===== src/des_round_key_schedule_macros.svh =====
// Assertion helpers shared by the key schedule RTL.
`ifndef DES_ROUND_KEY_SCHEDULE_MACROS_SVH
`define DES_ROUND_KEY_SCHEDULE_MACROS_SVH

// Same-cycle implication, checked outside reset.
`define DRKS_ASSERT_NOW(label, ante, cons, msg) \
    label: assert property (@(posedge i_clk) disable iff (!i_rst_n) (ante) |-> (cons)) \
        else $error(msg);

// Next-cycle implication, checked outside reset.
`define DRKS_ASSERT_NEXT(label, ante, cons, msg) \
    label: assert property (@(posedge i_clk) disable iff (!i_rst_n) (ante) |=> (cons)) \
        else $error(msg);

`endif


===== src/drks_pkg.sv =====
`timescale 1ns / 1ps

package drks_pkg;

    localparam int KEY_BITS   = 64;
    localparam int HALF_BITS  = 28;
    localparam int KEY56_BITS = 56;
    localparam int SUB_BITS   = 48;
    localparam int ROUND_BITS = 4;

    localparam logic [ROUND_BITS-1:0] FIRST_ROUND = 4'd0;
    localparam logic [ROUND_BITS-1:0] LAST_ROUND  = 4'd15;

    localparam int PC1 [KEY56_BITS] = '{
        57, 49, 41, 33, 25, 17, 9, 1, 58, 50, 42, 34, 26, 18,
        10, 2, 59, 51, 43, 35, 27, 19, 11, 3, 60, 52, 44, 36,
        63, 55, 47, 39, 31, 23, 15, 7, 62, 54, 46, 38, 30, 22,
        14, 6, 61, 53, 45, 37, 29, 21, 13, 5, 28, 20, 12, 4
    };

    localparam int PC2 [SUB_BITS] = '{
        14, 17, 11, 24, 1, 5, 3, 28, 15, 6, 21, 10,
        23, 19, 12, 4, 26, 8, 16, 7, 27, 20, 13, 2,
        41, 52, 31, 37, 47, 55, 30, 40, 51, 45, 33, 48,
        44, 49, 39, 56, 34, 53, 46, 42, 50, 36, 29, 32
    };

    // Control shared by every bit cell of both rings.
    typedef struct packed {
        logic load;
        logic advance;
        logic shift2;
    } t_ring_ctrl;

    // Table positions count from 1 at the MSB.
    function automatic logic [KEY56_BITS-1:0] perm_choice1(input logic [KEY_BITS-1:0] key);
        logic [KEY56_BITS-1:0] acc;
        acc = '0;
        for (int k = 0; k < KEY56_BITS; k++) begin
            acc[KEY56_BITS-1-k] = key[KEY_BITS-PC1[k]];
        end
        return acc;
    endfunction

    function automatic logic [SUB_BITS-1:0] perm_choice2(input logic [KEY56_BITS-1:0] cd);
        logic [SUB_BITS-1:0] acc;
        acc = '0;
        for (int k = 0; k < SUB_BITS; k++) begin
            acc[SUB_BITS-1-k] = cd[KEY56_BITS-PC2[k]];
        end
        return acc;
    endfunction

    // Rounds 1, 2, 9 and 16 rotate by one, all others by two.
    function automatic logic round_shift2(input logic [ROUND_BITS-1:0] rnd);
        logic s2;
        case (rnd) inside
            4'd0, 4'd1, 4'd8, 4'd15: s2 = 1'b0;
            default:                 s2 = 1'b1;
        endcase
        return s2;
    endfunction

endpackage


===== src/drks_bit_cell.sv =====
`timescale 1ns / 1ps

module drks_bit_cell
    import drks_pkg::*;
(
    input  logic       i_clk,
    input  t_ring_ctrl i_ctrl,
    input  logic       i_load_bit,
    input  logic       i_near,
    input  logic       i_far,
    output logic       o_bit,
    output logic       o_rot
);

    logic r_bit;
    logic n_bit;

    assign o_rot = i_ctrl.shift2 ? i_far : i_near;

    // Load wins over rotation: the last rotation of a key is not needed.
    always_comb begin
        n_bit = r_bit;
        if (i_ctrl.load) begin
            n_bit = i_load_bit;
        end else if (i_ctrl.advance) begin
            n_bit = o_rot;
        end
    end

    always_ff @(posedge i_clk) begin
        r_bit <= n_bit;
    end

    assign o_bit = r_bit;

endmodule


===== src/drks_half_ring.sv =====
`timescale 1ns / 1ps

module drks_half_ring
    import drks_pkg::*;
(
    input  logic                 i_clk,
    input  t_ring_ctrl           i_ctrl,
    input  logic [HALF_BITS-1:0] i_load,
    output logic [HALF_BITS-1:0] o_rot
);

    logic [HALF_BITS-1:0] w_bit;

    // Left rotation: each cell takes the bit one or two places below it.
    for (genvar i = 0; i < HALF_BITS; i++) begin : g_cell
        localparam int NEAR = (i + HALF_BITS - 1) % HALF_BITS;
        localparam int FAR  = (i + HALF_BITS - 2) % HALF_BITS;

        drks_bit_cell u_cell (
            .i_clk      (i_clk),
            .i_ctrl     (i_ctrl),
            .i_load_bit (i_load[i]),
            .i_near     (w_bit[NEAR]),
            .i_far      (w_bit[FAR]),
            .o_bit      (w_bit[i]),
            .o_rot      (o_rot[i])
        );
    end

endmodule


===== src/des_round_key_schedule.sv =====
`timescale 1ns / 1ps
// DES key schedule.
// Input channel (i_in_valid / o_in_ready) transfers one 64-bit key. The key
// is reduced by PC1 into two 28-bit rings of bit cells; each round rotates
// both rings by one or two places and PC2 of the rotated value is registered.
// Output channel (o_out_valid / i_out_ready) transfers sixteen subkeys per
// key in generation order, with the storage slot and a last-subkey flag.
// The transferred key is loaded into the rings before the first subkey is
// registered. Throughput: one subkey per cycle while the receiver does not
// stall, set by the one rotation step of the rings per cycle. The next key is
// taken in the cycle its predecessor's last subkey is produced, so keys run
// back to back. A stalled receiver freezes the rings and round counter; the
// pending subkey holds in the output register.
// Configuration (i_cfg_valid / o_cfg_ready) writes decrypt mode, always
// ready; write it only between keys.
// Reset (i_rst_n, synchronous, active low) empties the pipeline and clears
// decrypt mode.

module des_round_key_schedule
    import drks_pkg::*;
(
    input  logic                  i_clk,
    input  logic                  i_rst_n,
    input  logic                  i_cfg_valid,
    output logic                  o_cfg_ready,
    input  logic                  i_cfg_data,
    input  logic                  i_in_valid,
    output logic                  o_in_ready,
    input  logic [KEY_BITS-1:0]   i_cipher_key,
    output logic                  o_out_valid,
    input  logic                  i_out_ready,
    output logic [SUB_BITS-1:0]   o_round_key,
    output logic [ROUND_BITS-1:0] o_key_slot,
    output logic                  o_final_round
);

`include "des_round_key_schedule_macros.svh"

    logic                  r_busy;
    logic                  n_busy;
    logic [ROUND_BITS-1:0] r_round;
    logic [ROUND_BITS-1:0] n_round;
    logic                  r_decrypt;
    logic                  r_out_valid;
    logic                  n_out_valid;
    logic [SUB_BITS-1:0]   r_round_key;
    logic [ROUND_BITS-1:0] r_key_slot;
    logic                  r_final;

    logic                  advance;
    logic                  last;
    logic                  accept;
    t_ring_ctrl            ctrl;
    logic [KEY56_BITS-1:0] pc1_val;
    logic [HALF_BITS-1:0]  c_rot;
    logic [HALF_BITS-1:0]  d_rot;

    assign advance    = r_busy && (!r_out_valid || i_out_ready);
    assign last       = (r_round == LAST_ROUND);
    assign o_in_ready = !r_busy || (advance && last);
    assign accept     = i_in_valid && o_in_ready;

    assign pc1_val      = perm_choice1(i_cipher_key);
    assign ctrl.load    = accept;
    assign ctrl.advance = advance;
    assign ctrl.shift2  = round_shift2(r_round);

    drks_half_ring u_ring_c (
        .i_clk  (i_clk),
        .i_ctrl (ctrl),
        .i_load (pc1_val[KEY56_BITS-1:HALF_BITS]),
        .o_rot  (c_rot)
    );

    drks_half_ring u_ring_d (
        .i_clk  (i_clk),
        .i_ctrl (ctrl),
        .i_load (pc1_val[HALF_BITS-1:0]),
        .o_rot  (d_rot)
    );

    always_comb begin
        n_busy  = r_busy;
        n_round = r_round;
        if (accept) begin
            n_busy  = 1'b1;
            n_round = FIRST_ROUND;
        end else if (advance) begin
            n_busy  = !last;
            n_round = r_round + 4'd1;
        end
    end

    always_comb begin
        n_out_valid = r_out_valid;
        if (advance) begin
            n_out_valid = 1'b1;
        end else if (i_out_ready) begin
            n_out_valid = 1'b0;
        end
    end

    always_ff @(posedge i_clk) begin
        if (!i_rst_n) begin
            r_busy      <= 1'b0;
            r_round     <= FIRST_ROUND;
            r_decrypt   <= 1'b0;
            r_out_valid <= 1'b0;
        end else begin
            r_busy      <= n_busy;
            r_round     <= n_round;
            r_out_valid <= n_out_valid;
            if (i_cfg_valid) begin
                r_decrypt <= i_cfg_data;
            end
        end
    end

    always_ff @(posedge i_clk) begin
        if (advance) begin
            r_round_key <= perm_choice2({c_rot, d_rot});
            r_key_slot  <= r_decrypt ? (LAST_ROUND - r_round) : r_round;
            r_final     <= last;
        end
    end

    assign o_cfg_ready   = 1'b1;
    assign o_out_valid   = r_out_valid;
    assign o_round_key   = r_round_key;
    assign o_key_slot    = r_key_slot;
    assign o_final_round = r_final;

    `DRKS_ASSERT_NEXT(a_accept_starts, accept, r_busy && (r_round == FIRST_ROUND),
        "key transfer did not start round 0")
    `DRKS_ASSERT_NOW(a_idle_round_zero, !r_busy, r_round == FIRST_ROUND,
        "round counter not at 0 while idle")
    `DRKS_ASSERT_NEXT(a_advance_emits, advance, r_out_valid,
        "round advanced without a subkey in the output register")
    `DRKS_ASSERT_NEXT(a_round_steps, advance && !last,
        r_busy && (r_round == 4'($past(r_round) + 4'd1)),
        "round counter did not step")

endmodule

===== config.mk =====
export PLATFORM = sky130hd
export DESIGN_NAME = des_round_key_schedule
export DESIGN_NICKNAME = d
export VERILOG_FILES = /design/src/drks_pkg.sv /design/src/drks_bit_cell.sv /design/src/drks_half_ring.sv /design/src/des_round_key_schedule.sv
export VERILOG_INCLUDE_DIRS = /design/src /design/src/src
export SDC_FILE = /design/constraint.sdc
export NUM_CORES = 1
export LEC_CHECK = 0
export ABC_AREA = 1
export BUFFER_PORTS_ARGS = -buffer_cell sky130_fd_sc_hd__clkbuf_2
export CORE_ASPECT_RATIO = 0.5
export CORE_MARGIN = 1.5
export CORE_UTILIZATION = 49
export DETAILED_ROUTE_END_ITERATION = 10
export GPL_TIMING_DRIVEN = 0
export PLACE_DENSITY_LB_ADDON = 0.3
export SLEW_MARGIN = 20
export SYNTH_ARGS = -nofsm -noshare
export SYNTH_HDL_FRONTEND = slang
export SYNTH_SLANG_ARGS = --single-unit

===== constraint.sdc =====
create_clock -name i_clk -period 2.69 [get_ports i_clk]
set_input_delay 0.1345 -clock i_clk [delete_from_list [all_inputs] [get_ports i_clk]]
set_output_delay 0.1345 -clock i_clk [all_outputs]
set_load 0.02 [all_outputs]

# Yosys cells after proc, flatten, opt, wreduce, memory -nomap -nowiden
# Index checks and enable logic that the tools add are counted.
# word_totals
reg_bits,116
elab_cells,255
# classes
n_addsub,2
eq_ne,3
mux,173
bitwise_logic,1
reduce_logical,13
# op_table
operator,n
1-bit two-way mux,172
"4-bit == test, second input constant",2
"4-bit by 1-bit adder with 4-bit output, second input constant",1
"4-bit by 1-bit == test with 1-bit output, second input constant",1
4-bit zero test,1
4-bit two-way mux,1
2-bit nonzero test,2
4-bit OR reduction,1
"4-bit subtractor, first input constant",1
1-bit logical AND,3
1-bit zero test,3
1-bit logical OR,2
2-bit OR reduction,1
1-bit NOT,1

# Longest topological paths before layout
# Gate-level depths: netlist of run 1.
# depth
depth_word,7
depth_mapped,11
mapped_depth_nobuf,9

# By module
# Synthesis of run 1 repeated with hierarchy kept, for this count alone.
# unflattened
hier_cells,785
area_unflattened_um2,6401.1
# by_module_without_submodules
mod,instances,cells_per_inst,area_per_inst_um2,seq_area_each_um2
drks_bit_cell,56,12,77.6,30.0
des_round_key_schedule,1,113,2057.0,1731.7

# Least setup slack after synthesis of run 1
# OpenSTA, ideal clock, no wires.
# synth_timing
path_kind,reg-to-reg
start,register r_round[0]
end,"register u_ring_c.g_cell[0].u_cell.r_bit, enable pin"
setup_time_ns,0.415
t_arrival_ns,2.547
setup_slack_ns,-0.272
stages_incl_launch_ff,10
n_path_buf,2
path_cell_list,dfxtp_1 -> ha_1 -> inv_1 -> nor2_4 -> nand2_2 -> nand2_2 -> nand2_2 -> buf_4 -> buf_6 -> nand2_1
# synth_via
elab_chain_cells,5
# synth_rtl
element,line_no,rtl
start: declaration,des_round_key_schedule.sv:41,logic [ROUND_BITS-1:0] r_round;
start signal: assignment,des_round_key_schedule.sv:111,r_round <= n_round;
4-bit == test,des_round_key_schedule.sv:59,assign last = (r_round == LAST_ROUND);
named net last,des_round_key_schedule.sv:51,logic last;
1-bit logical AND,des_round_key_schedule.sv:60,assign o_in_ready = !r_busy || (advance && last);
1-bit logical OR,des_round_key_schedule.sv:60,
named net o_in_ready,des_round_key_schedule.sv:28,"output logic o_in_ready,"
1-bit logical AND,des_round_key_schedule.sv:61,assign accept = i_in_valid && o_in_ready;
2-bit nonzero test (no source line),--,
end signal: assignment,drks_bit_cell.sv:31,r_bit <= n_bit;
end: declaration,drks_bit_cell.sv:15,logic r_bit;
# The timed path passes the listed nets, and every way through them passes these cells.
# A chain may end at the register's enable or synchronous reset.

# Final worst setup path of run 1
# layout_timing
start,register r_round[0]
end,"register u_ring_d.g_cell[22].u_cell.r_bit, enable pin"
# layout_via
elab_chain_cells,5
# layout_rtl
element,line_no
4-bit == test,des_round_key_schedule.sv:59
named net last,des_round_key_schedule.sv:51
1-bit logical AND,des_round_key_schedule.sv:60
1-bit logical OR,des_round_key_schedule.sv:60
1-bit logical AND,des_round_key_schedule.sv:61
2-bit nonzero test (no source line),--
end signal: assignment,drks_bit_cell.sv:31
end: declaration,drks_bit_cell.sv:15
# The timed path passes the listed nets, and every way through them passes these cells.

==> results of run 1 <==
power groups by stage:
stage / combinational [mW] / clock, mW / sequential [mW]
2_1_floorplan: 0.530 / 0 / 2.48
3_3_place_gp: 0.888 / 0 / 2.38
3_5_place_dp: 0.908 / 0 / 2.38
4_1_cts: 0.937 / 2.34 / 2.34
5_1_grt: 1.05 / 2.42 / 2.36
6_report: 0.938 / 2.32 / 2.34
synth_stat cells, drive strengths merged:
library cell	instances
dfxtp	7
and2	48
buf	29
conb	1
nand2	182
a21oi	3
ha	3
nor2	6
nand3	114
o21ai	3
clkbuf	3
edfxtp	109
inv	71
xor2	6
tightest hold or removal path, cell delays in order:
cell and delay [ns]:
sky130_fd_sc_hd__clkbuf_2 0.08, sky130_fd_sc_hd__nand2_1 0.04, sky130_fd_sc_hd__nand2_1 0.05
what timing repair did:
item                                   CTS  global route
endpoints found under the hold margin   15             2
hold buffers                            17             2
resized for setup                        0             0
worst paths after layout:
check	from	end	slack, ns	depth (start not counted)
max	r_round[0]$_SDFFE_PP0P_	u_ring_d.g_cell[22].u_cell.o_bit$_DFFE_PP_	0.24	9
min	i_cipher_key[15]	u_ring_c.g_cell[26].u_cell.o_bit$_DFFE_PP_	0.004	3
max reg2reg	r_round[0]$_SDFFE_PP0P_	u_ring_d.g_cell[22].u_cell.o_bit$_DFFE_PP_	0.24	9
min reg2reg	o_out_valid$_SDFFE_PN0P_	o_out_valid$_SDFFE_PN0P_	0.54	2
sequential cells by signal, indices dropped and copies added, names as in the netlist:
register                      flops
o_round_key                      48
u_ring_c.g_cell.u_cell.o_bit     28
u_ring_d.g_cell.u_cell.o_bit     28
o_key_slot                        4
r_round                           4
o_final_round                     1
o_out_valid                       1
r_busy                            1
r_decrypt                         1
cells by family (layout without fill, tap and decap cells):
group	Yosys count	count (layout)	share of synthesized area [%]
and+or+nand+nor	350	350	28.4
buffers and inverters	103	270	8.56
DFF	116	116	60.8
xor gates and xnor gates	6	6	0.936
AOI/OAI and AO/OA	6	6	0.535
other	1	1	0.0668
adders and majority gates	3	3	0.669
cell type report:
cell class	count	share of cell area, %
plain buffers	32	2.98
clock buffers	19	6.30
clock inverters	13	2.19
inverters	71	3.74
multi-input cells	366	24.0
flip-flops and latches	116	47.5
well taps	145	2.53
repair buffers	135	10.7
per-layer routing:
| layer | up-vias | part of all wire, % |
|---|---|---|
| li1 | 2217 | - |
| met1 | 2091 | 46 |
| met2 | 127 | 47 |
| met3 | 14 | 5.5 |
| met4 | 0 | 1.2 |
| met5 | - | 0 |
through the flow:
step           area, um2  std cells  utilization (%)  power, mW  setup slack [ns]
3_3_place_gp        6380        846             57.5       3.27            -0.194
5_1_grt             7180        897             64.8       5.84            0.0916
2_1_floorplan       5610        585                -       3.01             0.274
4_1_cts             7160        895             64.7       5.62             0.222
3_5_place_dp        6380        846             57.6       3.29             0.237
6_report            7180        897             64.8       5.60             0.238
==> results.md, run 1 <==
Critical path:
- The dominant delay contributor by cell family on the critical path is simple AND/OR/NAND/NOR gates.
- STA classifies the critical path endpoint as a register.
- Traced cell by cell, the critical path runs through ha_1 -> inv_1 -> nor2_4 -> nand2_2 -> nand2_2 -> nand2_2 -> buf_4 -> buf_6 -> nand2_4.
- The data arrival time at the worst-slack endpoint is 2.49 ns.
- On the worst path, the slowest cell contributes a delay of 0.56 ns.
- The type of the setup path with the least slack is register to register.
- The data required time at the worst endpoint is 2.73 ns.
- By instance count, the cell type seen most on the critical path is sky130_fd_sc_hd__nand2_2.
- The highest-delay cell along the critical path is sky130_fd_sc_hd__nand2_4.
- The worst setup path is launched from a register.
- Along the worst path, the maximum fanout reaches 56.
- The buffer and inverter count on the worst path is 3.

Floorplanning:
- The initial standard-cell utilization of the core is 50.6%.
- The area enclosed by the die boundary is 0.0121 mm2.
- The die is 154 um wide.
- The number of placement rows is 27.
- Pin placement for this block handled 126 I/O pins.
- The total core area is 0.0111 mm2.
- The die is 78.7 um tall.

STA:
- Setup violations remaining at the end of the flow were counted as 0.
- The shortest clock period the worst path allows after layout is 2.45 ns.
- Adding up every negative setup slack in the final design gives 0 ns.
- The number of max-slew violations in the final report is 0.
- At the pin with the least slew margin, the transition time is 0.779 ns.
- In the finished design, the share of the clock period the worst path needs comes to 91.1%.
- Setup repair after global routing left no endpoint under its margin.
- The worst max-slew margin expressed relative to the limit is 48.1%.
- Hold timing on the final database bottoms out at a slack of 0.00373 ns.
- The post-route clock skew is 0.00734 ns.
- The final number of hold-violating endpoints came to 0.
- Based on the critical path, the design can be clocked at up to 408 MHz.

CTS:
- The H-tree depth reported by CTS is 4.
- TritonCTS built the clock tree.
- The number of buffers created by CTS is 17.
- The root buffer cell is sky130_fd_sc_hd__clkbuf_16.
- The CTS sink count is 116.
- The later-pin clock latency in the skew report is 0.41 ns.
- The post-CTS setup-driven buffer insertion count is 0.
- The clock tree buffer depth is 2.
- Clock-pin slew was measured on the worst setup and hold paths at 0.05 ns.

Yosys:
- The post-synthesis cell area is 0.00561 mm2.
- The number of warnings issued by yosys is 0.
- The dominant cell type by area after synthesis is sky130_fd_sc_hd__edfxtp_1.
- Synthesis handed over a netlist of 585 instances.
- The number of distinct library cells after synthesis is 20.
- The synthesized netlist net count is 658.
- Synthesis inferred 116 register bits.
- The share of the Yosys chip area taken by registers is 60.8%.
- In the post-synthesis netlist, the biggest area contributors are sky130_fd_sc_hd__edfxtp_1 (58%), sky130_fd_sc_hd__nand2_1 (12%), sky130_fd_sc_hd__nand3_1 (10%).
- The average instance in the mapped netlist occupies 9.59 um2.
- The synthesized design devotes to its leading area cell type 58.3% of total area.

Power and ir drop:
- The areal power density over the cells is 780 mW/mm2.
- VDD sags by at most 0.492 mV.
- The share of total power in combinational logic is 16.7%.
- The switching power as a share of total power is 26.3%.
- The internal power of the cells totals 4.13 mW.
- The reported leakage power is 3.38 nW.
- The clock network is responsible for 41.4% of the overall power.
- The analysis attributes to net switching a power of 1.48 mW.
- The proportion of power drawn by flip-flops and latches is 41.8%.

Finish:
- Of the cells placed in the final design, the portion with a size suffix greater than 1 is 24.3%.
- The area growth from synthesis to layout is 28.0%.
- The final-layout fill cell count is 905.
- The number of diodes added for antenna fixing is 0.
- The sequential cell area is 0.00341 mm2.
- The library cell used most frequently in the layout, excluding fill and tap cells, is sky130_fd_sc_hd__nand2_1.
- In the layout the commonest cells are sky130_fd_sc_hd__nand2_1 (177), sky130_fd_sc_hd__clkbuf_2 (116), sky130_fd_sc_hd__nand3_1 (114).
- In the final layout, the multi-input gates occupy 0.00173 mm2.
- The number of nets in the layout is 812.

Detailed routing:
- The average vias per placed instance is 4.96.
- The final layout contains routed wiring with a total length of 12700 um.
- The post-detailed-route wirelength per cell is 14.1 um.
- The via count is 4449.
- After the first detailed-routing iteration, the DRC count stood at 332.
- The number of nets with antenna violations after routing is 0.
- The first-pass iteration count of the detailed router is 5.
- After detailed routing, the number of remaining DRC violations is 0.

Global route:
- The first-pass GRT wire length is 20300 um.
- For this run the aggregate overflow at the end of global routing stands at 0.
- The number of global-route vias before repair was 4292.
- The layer flagged by global routing as most heavily used is met2.
- Global routing consumed, over all layers together, 22.0% of the routing resources.
- Entering global routing, the biggest net connects 57 pins.
- The number of antenna violations at the first check in global routing is 0.
- The met2 global-route usage is 35.7%.
- The fraction of met1 tracks used by global routing is 29.4%.
- Global routing consumed, on the met3 layer, 5.25% of the routing resources.

Placed design:
- The final weighted congestion of routability-driven global placement is 0.776.
- The number of I/O port buffers is 116.
- Detailed placement ended at an HPWL of 8380 um.

Run status:
- The flow ran to the end, and the final reports show no timing, DRC or antenna violations.

Run:
- Across the run, the number of max-cap violations was 0.

Min path:
- The worst hold-check path type is input pin to register.
No activity file was read; power rests on OpenSTA's default activity.
==> run 2, diff against run 1 <==
- CAP_MARGIN: default -> 20
- CORE_MARGIN: 1.5 -> 2
==> run 2 against run 1 <==
Design area shrank 1.6%. Highest routed layer unchanged. Setup slack lost 0.036 ns. Total power shrank 3.3%. Global-route usage shrank 0.74 points. Clock skew grew 0.0032 ns. Via count shrank 0.94%. Routed wire length grew 1.5%. Critical endpoint is now u_ring_d.g_cell[6].u_cell.o_bit$_DFFE_PP_. Sequential cell count is the same. Critical path depth is the same. Hold slack gained 0.0041 ns. Non-clock buffer count shrank 7.
==> results.md, run 2 (same netlist as run 1, synthesis figures left out) <==
Power and ir drop:
- Of the total power, combinational logic draws 17.2%.
- The analysis attributes to net switching a power of 1.41 mW.
- Registers are responsible for 43.3% of the overall power.
- The areal power density over the cells is 767 mW/mm2.
- In this run the static leakage power is 3.34 nW.
- The clock group share of total power is 39.5%.
- The cell internal power dissipation is 4.01 mW.
- The total power of the final layout is 5.42 mW.
- The worst-case IR drop observed on VDD is 0.475 mV.
- The switching power as a share of total power is 26.0%.

Critical path:
- The critical path is of the register to register type.
- The number of cells traversed by the worst register-to-register path is 9.
- The register-to-register setup slack is 0.20 ns.
- The highest-delay cell along the critical path is sky130_fd_sc_hd__nand2_4.
- Data on the critical path is required at its endpoint by 2.72 ns.
- The endpoint of the most critical register-to-register path is u_ring_d.g_cell[6].u_cell.o_bit$_DFFE_PP_.
- Counting stages on the worst path, the most repeated cell is sky130_fd_sc_hd__nand2_2.
- The peak per-stage delay on the critical path is 0.56 ns.
- STA classifies the critical path endpoint as a register.
- The first element of the critical path is r_round[0]$_SDFFE_PP0P_.
- Of all nets on the critical path, the largest fanout is 56.
- The data arrival time at the worst-slack endpoint is 2.52 ns.
- The signal on the critical path passes through ha_1 -> inv_1 -> nor2_4 -> nand2_2 -> nand2_2 -> nand2_2 -> buf_4 -> buf_6 -> nand2_4.
- The sort of element at the start of the critical path is a register.
- The origin of the critical flop-to-flop path is r_round[0]$_SDFFE_PP0P_.

Finish:
- Across the whole layout, storage elements account for 0.00341 mm2.
- At the end of the flow, the number of nets in the layout was 805.
- Cells fill 63.8% of the core in the end.
- The number of diodes added for antenna fixing is 0.
- The relative area change from synthesis to final layout is 25.9%.
- In the final layout, the share of cells above drive strength 1 is 23.9%.
- The commonest non-fill, non-tap cell in the layout is sky130_fd_sc_hd__nand2_1.
- The final-layout fill cell count is 949.
- The register with the most flip-flops in the layout has 48 of them.
- The top cell types in the final layout, fill and taps aside, are sky130_fd_sc_hd__nand2_1 (177), sky130_fd_sc_hd__clkbuf_2 (116), sky130_fd_sc_hd__nand3_1 (114).
- Summing all multi-input logic gate instances after layout gives 0.00173 mm2.

Min path:
- The path with the worst hold slack has its endpoint at u_ring_c.g_cell[7].u_cell.o_bit$_DFFE_PP_.
- The cell depth of the worst min-delay path is 3.
- The critical hold path startpoint is i_cipher_key[37].
- The min-delay analysis places its worst path in the category input pin to register.

STA:
- The smallest clock period supported by the final layout is computed as 2.49 ns.
- The final number of setup-violating endpoints is 0.
- For the final database, setup skew stands at 0.0106 ns.
- Setup repair after global routing left no endpoint under its margin.
- Static timing analysis puts the maximum clock frequency at 402 MHz.
- The number of max-slew violations in the final report is 0.
- The slew at the pin with the worst max-slew slack is 0.799 ns.
- The setup TNS is 0 ns.
- The post-route fraction of the period consumed by the critical path is 92.5%.
- The worst max-slew margin expressed relative to the limit is 46.7%.
- The final number of hold-violating endpoints is 0.

CTS:
- Clock-pin slew was measured on the worst setup and hold paths at 0.05 ns.
- At the later pin of the worst-skew pair, clock insertion delay measures 0.40 ns.
- In this run, post-CTS repair resized a total of 0 instances.
- The H-tree was split into 4 levels.
- The tree built by TritonCTS fans out to 116 sinks.
- The root buffer cell is sky130_fd_sc_hd__clkbuf_16.
- TritonCTS built the clock tree.
- The number of buffers created by CTS is 17.
- The clock tree buffer depth is 2.

Detailed routing:
- The met2 wirelength from detailed routing is 6070 um.
- The number of nets with antenna violations after routing is 0.
- For this run, design rule violations remaining after detail routing come to 0.
- The final wirelength is 12900 um.
- The detailed router put a total of 6000 um of wire on met1.
- The met3 wire length is 674 um.
- For this run, the detailed router's first-pass iteration total came to 5.
- In the routed layout, each cell is associated on average with a via count of 4.95.
- The highest routing layer actually used is met4.
- Dividing the detail-routed wire length by the instance count gives 14.4 um.
- The via count is 4407.
- The initial DRC count is 302.

Floorplanning:
- The total core area is 0.0111 mm2.
- The die boundary width is 155 um.
- The height of the die is 79.7 um.
- In this run the core area contains 27 standard-cell rows.
- The area enclosed by the die boundary is 0.0124 mm2.
- The initial utilization of the core area, before any placement, comes to 50.6%.
- For this design the top-level I/O count stands at 126.

Run:
- The max-capacitance violation count is 0.

Placed design:
- The number of I/O port buffers is 116.
- The final weighted congestion of routability-driven global placement is 0.776.
- The HPWL after detailed placement is 8580 um.

Global route:
- The number of antenna violations at the first check in global routing is 0.
- The first global-routing pass estimated 20100 um of wire.
- Summed over all layers, the global routing overflow is 0.
- The global routing usage summed across all routing layers is 21.3%.
- Entering global routing, the biggest net connects 57 pins.
- The number of global-route vias before repair came to 4232.

Run status:
- The flow ran to the end, and the final reports show no timing, DRC or antenna violations.
[run 2: cell count changes in the layout (fill, tap and decap cells not counted)]
cell / change
sky130_fd_sc_hd__clkbuf_8: +3
sky130_fd_sc_hd__dlygate4sd3_1: -7
sky130_fd_sc_hd__bufinv_16: -2
sky130_fd_sc_hd__clkinvlp_4: -4
sky130_fd_sc_hd__clkinv_4: -2
sky130_fd_sc_hd__clkbuf_1: +5
[run 2: final cells by class]
type / instances / area share (%)
Buffer: 32 / 3.03
Tap cell: 145 / 2.57
Inverter: 71 / 3.81
Sequential cell: 116 / 48.3
Multi-Input combinational cell: 366 / 24.4
Clock inverter: 5 / 0.708
Timing Repair Buffer: 128 / 9.92
Clock buffer: 27 / 7.26
[run 2: through the flow]
| stage | instances | hold slack [ns] | setup WS (ns) | instance area [um2] |
|---|---|---|---|---|
| after global placement | 846 | 0.325 | -0.176 | 6380 |
| final | 890 | 0.00780 | 0.202 | 7070 |
| after detailed placement | 846 | 0.330 | 0.214 | 6380 |
| after floorplan | 585 | 0.228 | 0.274 | 5610 |
| after CTS | 890 | 0.00173 | 0.201 | 7070 |
| after global routing | 890 | 0.00680 | 0.0641 | 7070 |
[run 2: how the worst max path moves through the flow]
stage,end,slack (ns),depth (start not counted)
global placement,u_ring_d.g_cell[5].u_cell.o_bit$_DFFE_PP_,-0.18,9
CTS,u_ring_d.g_cell[27].u_cell.o_bit$_DFFE_PP_,0.20,9
global route,u_ring_d.g_cell[27].u_cell.o_bit$_DFFE_PP_,0.06,9
floorplan,u_ring_c.g_cell[0].u_cell.o_bit$_DFFE_PP_,0.27,9
detailed placement,u_ring_d.g_cell[6].u_cell.o_bit$_DFFE_PP_,0.21,9
finish,u_ring_d.g_cell[6].u_cell.o_bit$_DFFE_PP_,0.20,9
[run 2: power by group through the flow]
stage	sequential [mW]	combinational, mW	clock (mW)
floorplan	2.48	0.530	0
global placement	2.38	0.888	0
detailed placement	2.38	0.910	0
CTS	2.35	0.933	2.16
global route	2.37	1.05	2.24
finish	2.35	0.932	2.14
[run 2: per-layer routing]
metal	track usage [%]	up-vias
met5	0	-
met4	6.97	0
met3	4.67	13
met2	34.8	122
met1	28.6	2070
li1	-	2202
[run 2: what timing repair did]
| item | 4_1_cts | 5_1_grt |
|---|---|---|
| setup buffers | 0 | 0 |
| hold buffers | 12 | 0 |
| hold endpoints to repair | 10 | 0 |
[run 2: worst max-delay path, delay by kind of cell, from the launching register on]
kind | cells | cell delay [ns]
and+or+nand+nor | 5 | 0.98
adders and majority gates | 1 | 0.20
DFF | 1 | 0.42
buffers and inverters | 3 | 0.45
